## config.mk

```make
export PLATFORM = sky130hd
export DESIGN_NAME = signed_radix_digit_emitter
export DESIGN_NICKNAME = d
export VERILOG_FILES = /design/src/rtl/srde_pkg.sv /design/src/rtl/srde_divider.sv /design/src/rtl/signed_radix_digit_emitter.sv
export SDC_FILE = /design/constraint.sdc
export NUM_CORES = 2
export LEC_CHECK = 0
export ABC_CLOCK_PERIOD_IN_PS = 8250
export BUFFER_PORTS_ARGS = -buffer_cell sky130_fd_sc_hd__buf_2
export CORE_AREA = 2 2 260 262
export CTS_BUF_LIST = sky130_fd_sc_hd__clkbuf_16
export DETAILED_ROUTE_END_ITERATION = 12
export DIE_AREA = 0 0 262 264
export GPL_ROUTABILITY_DRIVEN = 0
export PLACE_DENSITY = 0.83
export SLEW_MARGIN = 40
export SYNTH_ARGS = -nofsm -noshare
export SYNTH_HDL_FRONTEND = slang
export SYNTH_HIERARCHICAL = 1
export SYNTH_SLANG_ARGS = --single-unit
```

## constraint.sdc

```tcl
create_clock -name clk -period 8.25 [get_ports clk]
set_input_delay 1.65 -clock clk [delete_from_list [all_inputs] [get_ports clk]]
set_output_delay 1.65 -clock clk [all_outputs]
set_load 0.005 [all_outputs]
```

## src/rtl/srde_pkg.sv

```systemverilog
// Shared types and constants for the signed radix digit emitter.
// No dependencies; used by srde_divider and signed_radix_digit_emitter.
`timescale 1ns / 1ps

package srde_pkg;

  localparam int CHAR_W    = 8;
  localparam int SYM_IDX_W = 6;
  localparam int CFG_W     = 7;

  localparam logic CMD_LOAD    = 1'b0;
  localparam logic CMD_CONVERT = 1'b1;

  localparam logic [CHAR_W-1:0] CHAR_PLUS  = 8'h2B;
  localparam logic [CHAR_W-1:0] CHAR_MINUS = 8'h2D;
  localparam logic [CHAR_W-1:0] CHAR_NUL   = 8'h00;

  // divider status seen by the sequencer
  typedef struct packed {
    logic busy;
    logic done;
  } div_stat_t;

  typedef enum logic [11:0] {
    ST_IDLE      = 12'b0000_0000_0001,
    ST_SCAN_RD   = 12'b0000_0000_0010,
    ST_SCAN_CK   = 12'b0000_0000_0100,
    ST_DUP_RD    = 12'b0000_0000_1000,
    ST_DUP_CK    = 12'b0000_0001_0000,
    ST_DIV_GO    = 12'b0000_0010_0000,
    ST_DIV_WAIT  = 12'b0000_0100_0000,
    ST_LOOK_RD   = 12'b0000_1000_0000,
    ST_LOOK_WR   = 12'b0001_0000_0000,
    ST_EMIT_SIGN = 12'b0010_0000_0000,
    ST_EMIT_RD   = 12'b0100_0000_0000,
    ST_EMIT_OUT  = 12'b1000_0000_0000
  } state_t;

endpackage

```

## src/rtl/srde_divider.sv

```systemverilog
// Radix-2 restoring divider, one quotient bit per cycle.
// Depends on srde_pkg (div_stat_t).
`timescale 1ns / 1ps

module srde_divider #(
  parameter int VALUE_BITS = 32,
  parameter int RADIX_BITS = 7
) (
  input  logic                  clk,
  input  logic                  rst_n,
  input  logic                  start,
  input  logic [VALUE_BITS-1:0] dividend,
  input  logic [RADIX_BITS-1:0] divisor,
  output srde_pkg::div_stat_t   stat,
  output logic [VALUE_BITS-1:0] quotient,
  output logic [RADIX_BITS-1:0] remainder
);

  localparam int CW = $clog2(VALUE_BITS);

  logic                  busy_r, busy_nxt;
  logic                  done_r, done_nxt;
  logic [CW-1:0]         cnt_r, cnt_nxt;
  logic [VALUE_BITS-1:0] q_r, q_nxt;
  logic [RADIX_BITS-1:0] rem_r, rem_nxt;
  logic [RADIX_BITS-1:0] dvs_r, dvs_nxt;
  logic [RADIX_BITS:0]   trial;
  logic [RADIX_BITS:0]   diff;
  logic                  fits;

  assign trial = {rem_r, q_r[VALUE_BITS-1]};
  assign diff  = trial - {1'b0, dvs_r};
  assign fits  = (trial >= {1'b0, dvs_r});

  always_comb begin
    busy_nxt = busy_r;
    done_nxt = 1'b0;
    cnt_nxt  = cnt_r;
    q_nxt    = q_r;
    rem_nxt  = rem_r;
    dvs_nxt  = dvs_r;
    if (start && !busy_r) begin
      busy_nxt = 1'b1;
      cnt_nxt  = CW'(VALUE_BITS - 1);
      q_nxt    = dividend;
      rem_nxt  = '0;
      dvs_nxt  = divisor;
    end else if (busy_r) begin
      q_nxt   = {q_r[VALUE_BITS-2:0], fits};
      rem_nxt = fits ? diff[RADIX_BITS-1:0] : trial[RADIX_BITS-1:0];
      cnt_nxt = cnt_r - CW'(1);
      if (cnt_r == '0) begin
        busy_nxt = 1'b0;
        done_nxt = 1'b1;
      end
    end
  end

  always_ff @(posedge clk) begin
    if (!rst_n) begin
      busy_r <= 1'b0;
      done_r <= 1'b0;
    end else begin
      busy_r <= busy_nxt;
      done_r <= done_nxt;
    end
    cnt_r <= cnt_nxt;
    q_r   <= q_nxt;
    rem_r <= rem_nxt;
    dvs_r <= dvs_nxt;
  end

  assign stat.busy = busy_r;
  assign stat.done = done_r;
  assign quotient  = q_r;
  assign remainder = rem_r;

endmodule

```

## src/rtl/signed_radix_digit_emitter.sv

```systemverilog
// Top level: converts a signed integer to digit characters of a loaded symbol base.
// Depends on srde_pkg and srde_divider.
`timescale 1ns / 1ps

//  channel | ports                                              | handshake
//  --------+----------------------------------------------------+--------------------------
//  input   | in_command in_symbol_index in_symbol_char in_value | start && !busy
//  result  | out_char out_last                                  | out_valid, one cycle each
//  config  | cfg_base_length                                    | cfg_valid && cfg_ready
//
// A load word writes one table entry; busy stays low. A convert word first scans
// the base (L = base length checked), then checks every pair of symbols for
// duplicates on the two table read ports, then runs the bit-serial divider once
// per digit, then emits the sign, if negative, and the digits on output.
// Synchronous active-low reset clears control state; the table is undefined until
// loaded. The receiver cannot stall: each word is shown for exactly one cycle.

module signed_radix_digit_emitter #(
  parameter int MAX_SYMBOLS = 64,
  parameter int VALUE_BITS  = 32
) (
  input  logic                                  clk,
  input  logic                                  rst_n,
  // input channel
  input  logic                                  start,
  output logic                                  busy,
  input  logic                                  in_command,
  input  logic [srde_pkg::SYM_IDX_W-1:0]        in_symbol_index,
  input  logic [srde_pkg::CHAR_W-1:0]           in_symbol_char,
  input  logic signed [VALUE_BITS-1:0]          in_value,
  // result channel
  output logic                                  out_valid,
  output logic [srde_pkg::CHAR_W-1:0]           out_char,
  output logic                                  out_last,
  // configuration
  input  logic                                  cfg_valid,
  output logic                                  cfg_ready,
  input  logic [srde_pkg::CFG_W-1:0]            cfg_base_length
);

  localparam int IW  = $clog2(MAX_SYMBOLS);         // table address
  localparam int LW  = $clog2(MAX_SYMBOLS + 1);     // length / radix
  localparam int AXW = (IW > srde_pkg::SYM_IDX_W) ? IW : srde_pkg::SYM_IDX_W;
  localparam int DW  = $clog2(VALUE_BITS);          // digit buffer address
  localparam int NW  = $clog2(VALUE_BITS + 1);      // digit count
  localparam int CW  = srde_pkg::CHAR_W;

  srde_pkg::state_t state_r, state_nxt;

  logic [srde_pkg::CFG_W-1:0] base_len_r;
  logic [LW-1:0]              cap_r, cap_nxt;
  logic [LW-1:0]              n_r, n_nxt;       // scan count, then radix
  logic [LW-1:0]              i_r, i_nxt;
  logic [LW-1:0]              j_r, j_nxt;
  logic                       neg_r, neg_nxt;
  logic [VALUE_BITS-1:0]      mag_r, mag_nxt;
  logic [NW-1:0]              nd_r, nd_nxt;     // digits stored so far
  logic [NW-1:0]              k_r, k_nxt;       // emit pointer

  logic                       out_valid_r, out_valid_nxt;
  logic [CW-1:0]              out_char_r, out_char_nxt;
  logic                       out_last_r, out_last_nxt;

  logic                       accept;
  logic [AXW-1:0]             ld_idx;
  logic                       tab_we;
  logic [IW-1:0]              addr_a;
  logic [IW-1:0]              addr_b;
  logic [CW-1:0]              rd_a_r;
  logic [CW-1:0]              rd_b_r;
  logic [CW-1:0]              tab_mem [MAX_SYMBOLS];

  logic                       dig_we;
  logic [CW-1:0]              dig_rd_r;
  logic [CW-1:0]              dig_mem [VALUE_BITS];

  logic                       div_start;
  srde_pkg::div_stat_t        div_stat;
  logic [VALUE_BITS-1:0]      div_quo;
  logic [LW-1:0]              div_rem;

  assign accept    = start && !busy;
  assign busy      = (state_r != srde_pkg::ST_IDLE);
  assign cfg_ready = (state_r == srde_pkg::ST_IDLE);
  assign ld_idx    = AXW'(in_symbol_index);

  // loads ignore positions past the table depth
  assign tab_we = accept && (in_command == srde_pkg::CMD_LOAD) &&
                  (32'(in_symbol_index) < MAX_SYMBOLS);

  // symbol table: one write port, two registered read ports
  always_ff @(posedge clk) begin
    if (tab_we) begin
      tab_mem[ld_idx[IW-1:0]] <= in_symbol_char;
    end
    rd_a_r <= tab_mem[addr_a];
    rd_b_r <= tab_mem[addr_b];
  end

  // digit buffer, least significant digit at address 0
  always_ff @(posedge clk) begin
    if (dig_we) begin
      dig_mem[nd_r[DW-1:0]] <= rd_a_r;
    end
    dig_rd_r <= dig_mem[k_r[DW-1:0]];
  end

  always_ff @(posedge clk) begin
    if (!rst_n) begin
      base_len_r <= '0;
    end else if (cfg_valid && cfg_ready) begin
      base_len_r <= cfg_base_length;
    end
  end

  srde_divider #(
    .VALUE_BITS (VALUE_BITS),
    .RADIX_BITS (LW)
  ) u_div (
    .clk       (clk),
    .rst_n     (rst_n),
    .start     (div_start),
    .dividend  (mag_r),
    .divisor   (n_r),
    .stat      (div_stat),
    .quotient  (div_quo),
    .remainder (div_rem)
  );

  // port A: scan position, first symbol of a pair, or remainder lookup
  always_comb begin
    case (state_r)
      srde_pkg::ST_SCAN_RD: addr_a = n_r[IW-1:0];
      srde_pkg::ST_LOOK_RD: addr_a = div_rem[IW-1:0];
      default:              addr_a = i_r[IW-1:0];
    endcase
  end
  assign addr_b = j_r[IW-1:0];

  always_comb begin
    state_nxt     = state_r;
    cap_nxt       = cap_r;
    n_nxt         = n_r;
    i_nxt         = i_r;
    j_nxt         = j_r;
    neg_nxt       = neg_r;
    mag_nxt       = mag_r;
    nd_nxt        = nd_r;
    k_nxt         = k_r;
    out_valid_nxt = 1'b0;
    out_char_nxt  = out_char_r;
    out_last_nxt  = out_last_r;
    div_start     = 1'b0;
    dig_we        = 1'b0;

    case (state_r)
      srde_pkg::ST_IDLE: begin
        if (accept && (in_command == srde_pkg::CMD_CONVERT)) begin
          if (32'(base_len_r) < MAX_SYMBOLS) begin
            cap_nxt = LW'(base_len_r);
          end else begin
            cap_nxt = LW'(MAX_SYMBOLS);
          end
          n_nxt   = '0;
          neg_nxt = in_value[VALUE_BITS-1];
          // unsigned magnitude; the most negative value maps to 2^(N-1)
          mag_nxt = in_value[VALUE_BITS-1] ? (~in_value + VALUE_BITS'(1)) : in_value;
          nd_nxt  = '0;
          state_nxt = srde_pkg::ST_SCAN_RD;
        end
      end

      srde_pkg::ST_SCAN_RD: begin
        if (n_r == cap_r) begin
          if (n_r < LW'(2)) begin
            state_nxt = srde_pkg::ST_IDLE;       // base too short
          end else begin
            i_nxt     = '0;
            j_nxt     = LW'(1);
            state_nxt = srde_pkg::ST_DUP_RD;
          end
        end else begin
          state_nxt = srde_pkg::ST_SCAN_CK;
        end
      end

      srde_pkg::ST_SCAN_CK: begin
        if (rd_a_r == srde_pkg::CHAR_NUL) begin
          cap_nxt   = n_r;                     // base ends at the zero byte
          state_nxt = srde_pkg::ST_SCAN_RD;
        end else if (rd_a_r == srde_pkg::CHAR_PLUS || rd_a_r == srde_pkg::CHAR_MINUS) begin
          state_nxt = srde_pkg::ST_IDLE;
        end else begin
          n_nxt     = n_r + LW'(1);
          state_nxt = srde_pkg::ST_SCAN_RD;
        end
      end

      srde_pkg::ST_DUP_RD: begin
        state_nxt = srde_pkg::ST_DUP_CK;
      end

      srde_pkg::ST_DUP_CK: begin
        if (rd_a_r == rd_b_r) begin
          state_nxt = srde_pkg::ST_IDLE;
        end else if (j_r == n_r - LW'(1)) begin
          if (i_r == n_r - LW'(2)) begin
            state_nxt = srde_pkg::ST_DIV_GO;
          end else begin
            i_nxt     = i_r + LW'(1);
            j_nxt     = i_r + LW'(2);
            state_nxt = srde_pkg::ST_DUP_RD;
          end
        end else begin
          j_nxt     = j_r + LW'(1);
          state_nxt = srde_pkg::ST_DUP_RD;
        end
      end

      srde_pkg::ST_DIV_GO: begin
        div_start = 1'b1;
        state_nxt = srde_pkg::ST_DIV_WAIT;
      end

      srde_pkg::ST_DIV_WAIT: begin
        if (div_stat.done) begin
          state_nxt = srde_pkg::ST_LOOK_RD;
        end
      end

      srde_pkg::ST_LOOK_RD: begin
        state_nxt = srde_pkg::ST_LOOK_WR;
      end

      srde_pkg::ST_LOOK_WR: begin
        dig_we  = 1'b1;
        nd_nxt  = nd_r + NW'(1);
        mag_nxt = div_quo;
        if (div_quo == '0) begin
          k_nxt     = nd_r;                    // most significant digit
          state_nxt = neg_r ? srde_pkg::ST_EMIT_SIGN : srde_pkg::ST_EMIT_RD;
        end else begin
          state_nxt = srde_pkg::ST_DIV_GO;
        end
      end

      srde_pkg::ST_EMIT_SIGN: begin
        out_valid_nxt = 1'b1;
        out_char_nxt  = srde_pkg::CHAR_MINUS;
        out_last_nxt  = 1'b0;
        state_nxt     = srde_pkg::ST_EMIT_RD;
      end

      srde_pkg::ST_EMIT_RD: begin
        state_nxt = srde_pkg::ST_EMIT_OUT;
      end

      srde_pkg::ST_EMIT_OUT: begin
        out_valid_nxt = 1'b1;
        out_char_nxt  = dig_rd_r;
        out_last_nxt  = (k_r == '0);
        if (k_r == '0) begin
          state_nxt = srde_pkg::ST_IDLE;
        end else begin
          k_nxt     = k_r - NW'(1);
          state_nxt = srde_pkg::ST_EMIT_RD;
        end
      end

      default: begin
        state_nxt = srde_pkg::ST_IDLE;
      end
    endcase
  end

  always_ff @(posedge clk) begin
    if (!rst_n) begin
      state_r     <= srde_pkg::ST_IDLE;
      out_valid_r <= 1'b0;
      nd_r        <= '0;
    end else begin
      state_r     <= state_nxt;
      out_valid_r <= out_valid_nxt;
      nd_r        <= nd_nxt;
    end
    cap_r      <= cap_nxt;
    n_r        <= n_nxt;
    i_r        <= i_nxt;
    j_r        <= j_nxt;
    neg_r      <= neg_nxt;
    mag_r      <= mag_nxt;
    k_r        <= k_nxt;
    out_char_r <= out_char_nxt;
    out_last_r <= out_last_nxt;
  end

  assign out_valid = out_valid_r;
  assign out_char  = out_char_r;
  assign out_last  = out_last_r;

`ifndef SYNTHESIS
  // a word only leaves from one of the two emit states
  a_out_src: assert property (@(posedge clk) disable iff (!rst_n)
    out_valid_r |-> ($past(state_r) == srde_pkg::ST_EMIT_SIGN ||
                     $past(state_r) == srde_pkg::ST_EMIT_OUT))
    else $error("result word without an emit state");

  // the final character closes the conversion
  a_last_idle: assert property (@(posedge clk) disable iff (!rst_n)
    (out_valid_r && out_last_r) |-> (state_r == srde_pkg::ST_IDLE))
    else $error("last character while conversion still running");

  // digit buffer never overflows
  a_nd_range: assert property (@(posedge clk) disable iff (!rst_n)
    32'(nd_r) <= VALUE_BITS)
    else $error("digit count past buffer depth");

  // divider is only kicked when free
  a_div_free: assert property (@(posedge clk) disable iff (!rst_n)
    div_start |-> !div_stat.busy)
    else $error("divider started while busy");

  // an accepted convert word always enters the base scan
  a_conv_scan: assert property (@(posedge clk) disable iff (!rst_n)
    (accept && in_command == srde_pkg::CMD_CONVERT) |=> (state_r == srde_pkg::ST_SCAN_RD))
    else $error("convert word not started");
`endif

endmodule
```

Yosys cells after proc, flatten, opt, wreduce, memory -nomap -nowiden:

Memory sizes are Yosys's and may differ from the RTL's. A register that Yosys moved wholly into a read port is not among the register bits.
Cells that the tools add are included.
W data, S select, Z words.

* flip-flop bits (word level): 155
* latch bits: 0
* bits in writable memories: 768
* memory bits (read-only): 0
* input port bits: 58
* output and inout bits: 12
* memories kept: 2

* $add $sub $neg: 11
* multipliers: 0
* div/mod/pow operators: 0
* magnitude comparators: 3
* equal/unequal tests: 32
* shift operators: 0
* mux-type cells: 58
* bitwise logic cells: 4
* reductions and logical operators: 28

Memory list
* tab_mem: depth 64, width 8, read ports 2, clocked after memory_dff 2, write ports 1, line signed_radix_digit_emitter.sv:71 `logic [CW-1:0] tab_mem [MAX_SYMBOLS];`
* dig_mem: depth 32, width 8, read ports 1, clocked after memory_dff 1, write ports 1, line signed_radix_digit_emitter.sv:75 `logic [CW-1:0] dig_mem [VALUE_BITS];`

Operators by type and width (number)
* $pmux W12 S12: 1
* $mux W32: 4
* $mux W7: 17
* $pmux W32 S2: 1
* $mux W12: 5
* $pmux W7 S2: 4
* $pmux W6 S2: 3
* $mux W11: 3
* $add A32 B2 Y32 const B: 1
* $logic_not A32 Y1: 1
* $not A32 Y32: 1
* $mux W6: 4
* $add A7 B1 Y7 const B: 3
* $eq A7 B7 Y1: 3
* $ne A2 B2 Y1 const B: 10
* $eq A8 B6 Y1 const B: 2
* $pmux W8 S2: 1
* $eq A12 B1 Y1 const B: 1
* $eq A12 B10 Y1 const B: 1
* $eq A12 B11 Y1 const B: 1
* $eq A12 B12 Y1 const B: 1
* $eq A12 B2 Y1 const B: 1
* $eq A12 B3 Y1 const B: 1
* $eq A12 B4 Y1 const B: 1
* other kinds (38): 65

Logic depth before layout (Yosys ltp):

* depth in word-level cells: 6
* depth in mapped cells: 14
* mapped depth without buffers: 11

Cells and area by module:

Netlist, hierarchy kept.

By module, submodules not included
* signed_radix_digit_emitter: times used 1, cells an instance 2774, area each 41021.8 sq um, seq. area each 26345.3 sq um
* srde_divider: times used 1, cells an instance 198, area each 2527.4 sq um, seq. area each 1451.4 sq um

Worst setup path after synthesis:

No wires, ideal clock.

* path kind: input to register
* start point: input in_value[1]
* end point: register mag_r[27], data pin
* library setup time: 0.268 ns
* arrival: 3.807 ns
* data required time: 7.982 ns
* path slack: 4.175 ns
* stages: 9
* cells stage by stage: or3_1 or3_1 or3_1 nor2_1 nand2_1 or3_1 o41ai_1 xor2_1 o21ai_0

* longest elaborated chain between the ends: 5

RTL lines
* start, declared: line signed_radix_digit_emitter.sv:30 `input logic signed [VALUE_BITS-1:0] in_value,`
* $not A32 Y32: line signed_radix_digit_emitter.sv:167 `mag_nxt = in_value[VALUE_BITS-1] ? (~in_value + VALUE_BITS'(1)) : in_value;`
* $add A32 B2 Y32: line signed_radix_digit_emitter.sv:167
* $mux W32: line signed_radix_digit_emitter.sv:167
* $mux W32: line signed_radix_digit_emitter.sv:158 `if (accept && (in_command == srde_pkg::CMD_CONVERT)) begin`
* $pmux W32 S2: line signed_radix_digit_emitter.sv:156 `case (state_r)`
* named net mag_nxt[27]: line signed_radix_digit_emitter.sv:56 `logic [VALUE_BITS-1:0] mag_r, mag_nxt;`
* end signal, assigned: line signed_radix_digit_emitter.sv:291 `mag_r <= mag_nxt;`
* end, declared: line signed_radix_digit_emitter.sv:56

The timed path passes the listed nets, and every way through them passes these cells. The select of a mux whose other input is x is not followed.
A chain may end at the register's enable or synchronous reset.

Worst setup path in the final report:

* start point: register state_r[7]
* end point: register rd_a_r[1], read port of tab_mem

* longest elaborated chain between the ends: 2

RTL lines
* start, declared: line signed_radix_digit_emitter.sv:48 `srde_pkg::state_t state_r, state_nxt;`
* start signal, assigned: line signed_radix_digit_emitter.sv:278 `state_r <= srde_pkg::ST_IDLE;`
* start signal, assigned: line signed_radix_digit_emitter.sv:282 `state_r <= state_nxt;`
* $eq A12 B8 Y1 / $eq A12 B2 Y1 (equally long branches): line signed_radix_digit_emitter.sv:132 `case (state_r)`
* $pmux W6 S2 (*): line signed_radix_digit_emitter.sv:132
* end, declared: line signed_radix_digit_emitter.sv:69 `logic [CW-1:0] rd_a_r;`

Every way passes the cells marked *; elsewhere a longest branch is shown, timed or not.

==> qor_table.md <==
| Item | Value | Unit |
|---|---|---|
| Reg2Reg Capture Point | rd_a_r[1] | - |
| Slew Limit Fails | 0 | - |
| Share of the cycle needed by the critical path after routing | 63.6 | % |
| Placed wire-length estimate | 71600 | um |
| P per Cell Area | 235 | nW/um^2 |
| Bufs on Longest Clock Path | 3 | - |
| Number of hold-slack violations in the final timing report | 0 | - |
| Class of the most critical hold timing path | reg2reg | - |
| Number of setup buffers added after CTS | 0 | - |
| Number of antenna violations at the first check in global routing | 3 | - |
| Kind of cell with the highest combined delay on the critical path | simple AND/OR/NAND/NOR gates | - |
| Final net count | 3061 | - |
| Status | finished, final reports clean | - |
| Arrival time worst endpoint | 5.80 | ns |
| Critical-path top delay cell | sky130_fd_sc_hd__o21ai_0 | - |
| Share of post-route cells with drive strength above 1 | 19.3 | % |
| Final setup violation count | 0 | - |
| Fraction of the core area covered by cells at the end of the flow | 71.7 | % |
| Vias per cell | 7.17 | - |
| Clk sinks | 947 | - |
| Placed cells | 3754 | - |
| Measured slew at the worst slew-check pin | 0.903 | ns |
| Critical path buffers and inverters | 1 | - |
| CTS H-Tree Depth | 3 | - |
| Slowest Stage Delay on Critical Path | 0.70 | ns |
| Root cell of the clock tree | sky130_fd_sc_hd__clkbuf_16 | - |
| Max transition margin | 39.6 | % |
| DRC marker count from the first detailed-route iteration | 4654 | - |
| FF-to-FF path depth | 10 | - |
| Top-Level Pins | 70 | - |
| Routed length per placed instance | 29.6 | um |
| # fillers | 3920 | - |
| Overflow left after global routing | 0 | - |
| Setup TNS | 0 | ns |
| Via count of the first global-routing pass | 28500 | - |
| Number of warnings reported in the yosys synthesis log | 6 | - |
| Count of max-cap constraint violations | 0 | - |
| # DRC | 0 | - |
| Leakage power of the design | 0.0160 | uW |
| Hold-critical path depth | 2 | - |
| WP data required | 8.80 | ns |
| Clock latency at the later pin of the worst-skew pair | 0.68 | ns |
| Worst Hold Endpoint | state_r[7] | - |
| Antenna Cells | 0 | - |
| Global-route wire length before repair | 175000 | um |
| Post-route ant nets | 0 | - |
| Post-Synthesis Net Count | 3052 | - |
| Largest fanout on the critical path | 52 | - |
| Min-delay src | u_div/done_r | - |
| Count of hold-fix buffers inserted at cts | 0 | - |
| Setup repair after global routing missed its margin | no | - |
| Growth of design area from synthesis to finish | 9.63 | % |
| Flop2flop setup slack | 3.00 | ns |
| Std-Cell Rows | 95 | - |
| Floorplan die height | 264 | um |
| Length of the first detailed-routing pass in iterations | 8 | - |
| Startpoint of the worst register-to-register path | state_r[7] | - |
| Total Routed Length | 116000 | um |
| Peak supply drop | 0.308 | mV |
| Cell seen most often among critical-path stages | sky130_fd_sc_hd__nand4_1 | - |
| Critical Path, Cell by Cell | nor4b_1 > a22oi_1 > o21ai_0 > nand2_4 > buf_4 > nand4_1 > o221ai_1 > a211oi_1 > nand4_1 > a2bb2oi_1 | - |
| Post-synthesis cell count | 2971 | - |
| Finished Layout Cells | 3930 | - |
| Total number of vias | 28200 | - |
| CTS-repair resized insts | 0 | - |
| Worst clock skew | 0.0347 | ns |
| Clk slew on worst S/H paths | 0.06 | ns |
| X dimension of the die | 262 | um |
| Area of the die | 69200 | um^2 |
| Initial core utilization | 65.4 | % |
| Average cell area after synthesis | 14.7 | um^2 |
| Pin count of the biggest net entering global routing | 144 | - |
| Number of CTS-inserted buffers | 94 | - |
| Worst setup path category | reg2reg | - |
| Total core area | 66600 | um^2 |
| TritonCTS clock tree | built | - |
| Type of element capturing the critical path | flip-flop | - |
| Fmax | 0.191 | GHz |
| Post-synth design cell area | 43500 | um^2 |
| Count of port buffers added during placement | 69 | - |
| Total global-route track usage | 34.1 | % |
| CP startpoint kind | flip-flop | - |
| Time the worst path needs with I/O delays and setup | 5.25 | ns |
## tightest hold or removal path, stage by stage, from the launching register on
cell	delay, ns
sky130_fd_sc_hd__dfxtp_1	0.31
sky130_fd_sc_hd__nand2_1	0.06
sky130_fd_sc_hd__nor3_1	0.04
## layout by cell type (no fill, tap or decap), types with 20 or more instances in the layout
| master | n |
|---|---|
| sky130_fd_sc_hd__nor3_1 | 40 |
| sky130_fd_sc_hd__a21oi_1 | 74 |
| sky130_fd_sc_hd__mux2_1 | 31 |
| sky130_fd_sc_hd__mux4_2 | 248 |
| sky130_fd_sc_hd__nand2_1 | 447 |
| sky130_fd_sc_hd__a22oi_1 | 20 |
| sky130_fd_sc_hd__a211oi_1 | 27 |
| sky130_fd_sc_hd__xor2_1 | 60 |
| sky130_fd_sc_hd__clkinv_2 | 20 |
| sky130_fd_sc_hd__o21ai_0 | 70 |
| sky130_fd_sc_hd__dfxtp_1 | 64 |
| sky130_fd_sc_hd__and3_1 | 42 |
| sky130_fd_sc_hd__nand3_1 | 120 |
| sky130_fd_sc_hd__mux2i_1 | 77 |
| sky130_fd_sc_hd__nor4_1 | 25 |
| sky130_fd_sc_hd__nor2_1 | 125 |
| sky130_fd_sc_hd__inv_1 | 49 |
| sky130_fd_sc_hd__buf_4 | 36 |
| sky130_fd_sc_hd__clkbuf_16 | 96 |
| sky130_fd_sc_hd__xnor2_1 | 36 |
| sky130_fd_sc_hd__a311oi_1 | 24 |
| sky130_fd_sc_hd__edfxtp_1 | 883 |
| sky130_fd_sc_hd__nor2_2 | 39 |
| sky130_fd_sc_hd__ha_1 | 22 |
| sky130_fd_sc_hd__buf_2 | 64 |
## worst max-delay path by stage
stage                            from        end  slack (ns)  depth (start not counted)
after floorplan           in_value[1]  mag_r[27]        4.18                          9
after global placement     state_r[7]  rd_a_r[1]        3.62                         10
after detailed placement   state_r[7]  rd_a_r[1]        3.26                         10
after CTS                  state_r[7]  rd_a_r[1]        3.25                         10
after global routing       state_r[7]  rd_a_r[1]        2.80                         10
final                      state_r[7]  rd_a_r[1]        3.00                         10
## area by class of cell
class | instances | area, um^2 | share of cell area, %
flip-flops and latches | 947 | 27800 | 58.2
clock buffers | 96 | 2400 | 5.03
multi-input cells | 1794 | 14900 | 31.3
inverters | 28 | 105 | 0.220
clock inverters | 77 | 626 | 1.31
repair buffers | 115 | 785 | 1.64
well taps | 873 | 1090 | 2.29
## registers in the layout, summed over array words and instances, names as in the netlist, 5 cells and up
| name | flops |
|---|---|
| u_div/dvs_r | 7 |
| u_div/quotient | 32 |
| mag_r | 32 |
| rd_a_r | 8 |
| rd_b_r | 8 |
| tab_mem | 512 |
| n_r | 7 |
| state_r | 12 |
| u_div/remainder | 7 |
| dig_rd_r | 8 |
| i_r | 7 |
| cap_r | 7 |
| out_char | 8 |
| base_len_r | 7 |
| k_r | 6 |
| u_div/cnt_r | 5 |
| nd_r | 6 |
| dig_mem | 256 |
| j_r | 7 |
## through the flow
step	power (uW)	cell area (um^2)	worst slack, ns	hold WS (ns)
after floorplan	6490	43500	4.18	0.424
after global placement	6940	44400	3.62	0.439
after detailed placement	7010	44600	3.26	0.445
after CTS	11200	47600	3.25	0.471
after global routing	11500	47700	2.80	0.504
final	11200	47700	3.00	0.470
## layer usage
metal | routed length [um] | track usage, % | part of all wire [%] | vias to the layer above
li1 | - | - | - | 11600
met1 | 39800 | 44.7 | 34 | 13800
met2 | 55600 | 53.8 | 48 | 2274
met3 | 13400 | 7.14 | 11 | 487
met4 | 7660 | 18.6 | 6.6 | 8
met5 | 126 | 0.926 | 0.11 | -
## power by group
group	switching, uW	leakage [uW]	internal, uW
Sequential	74.4	0.00848	5450
Combinational	1010	0.00590	446
Clock	1880	0.00158	2350
Total	2970	0.0160	8240
(Power assumes the default switching activity.)
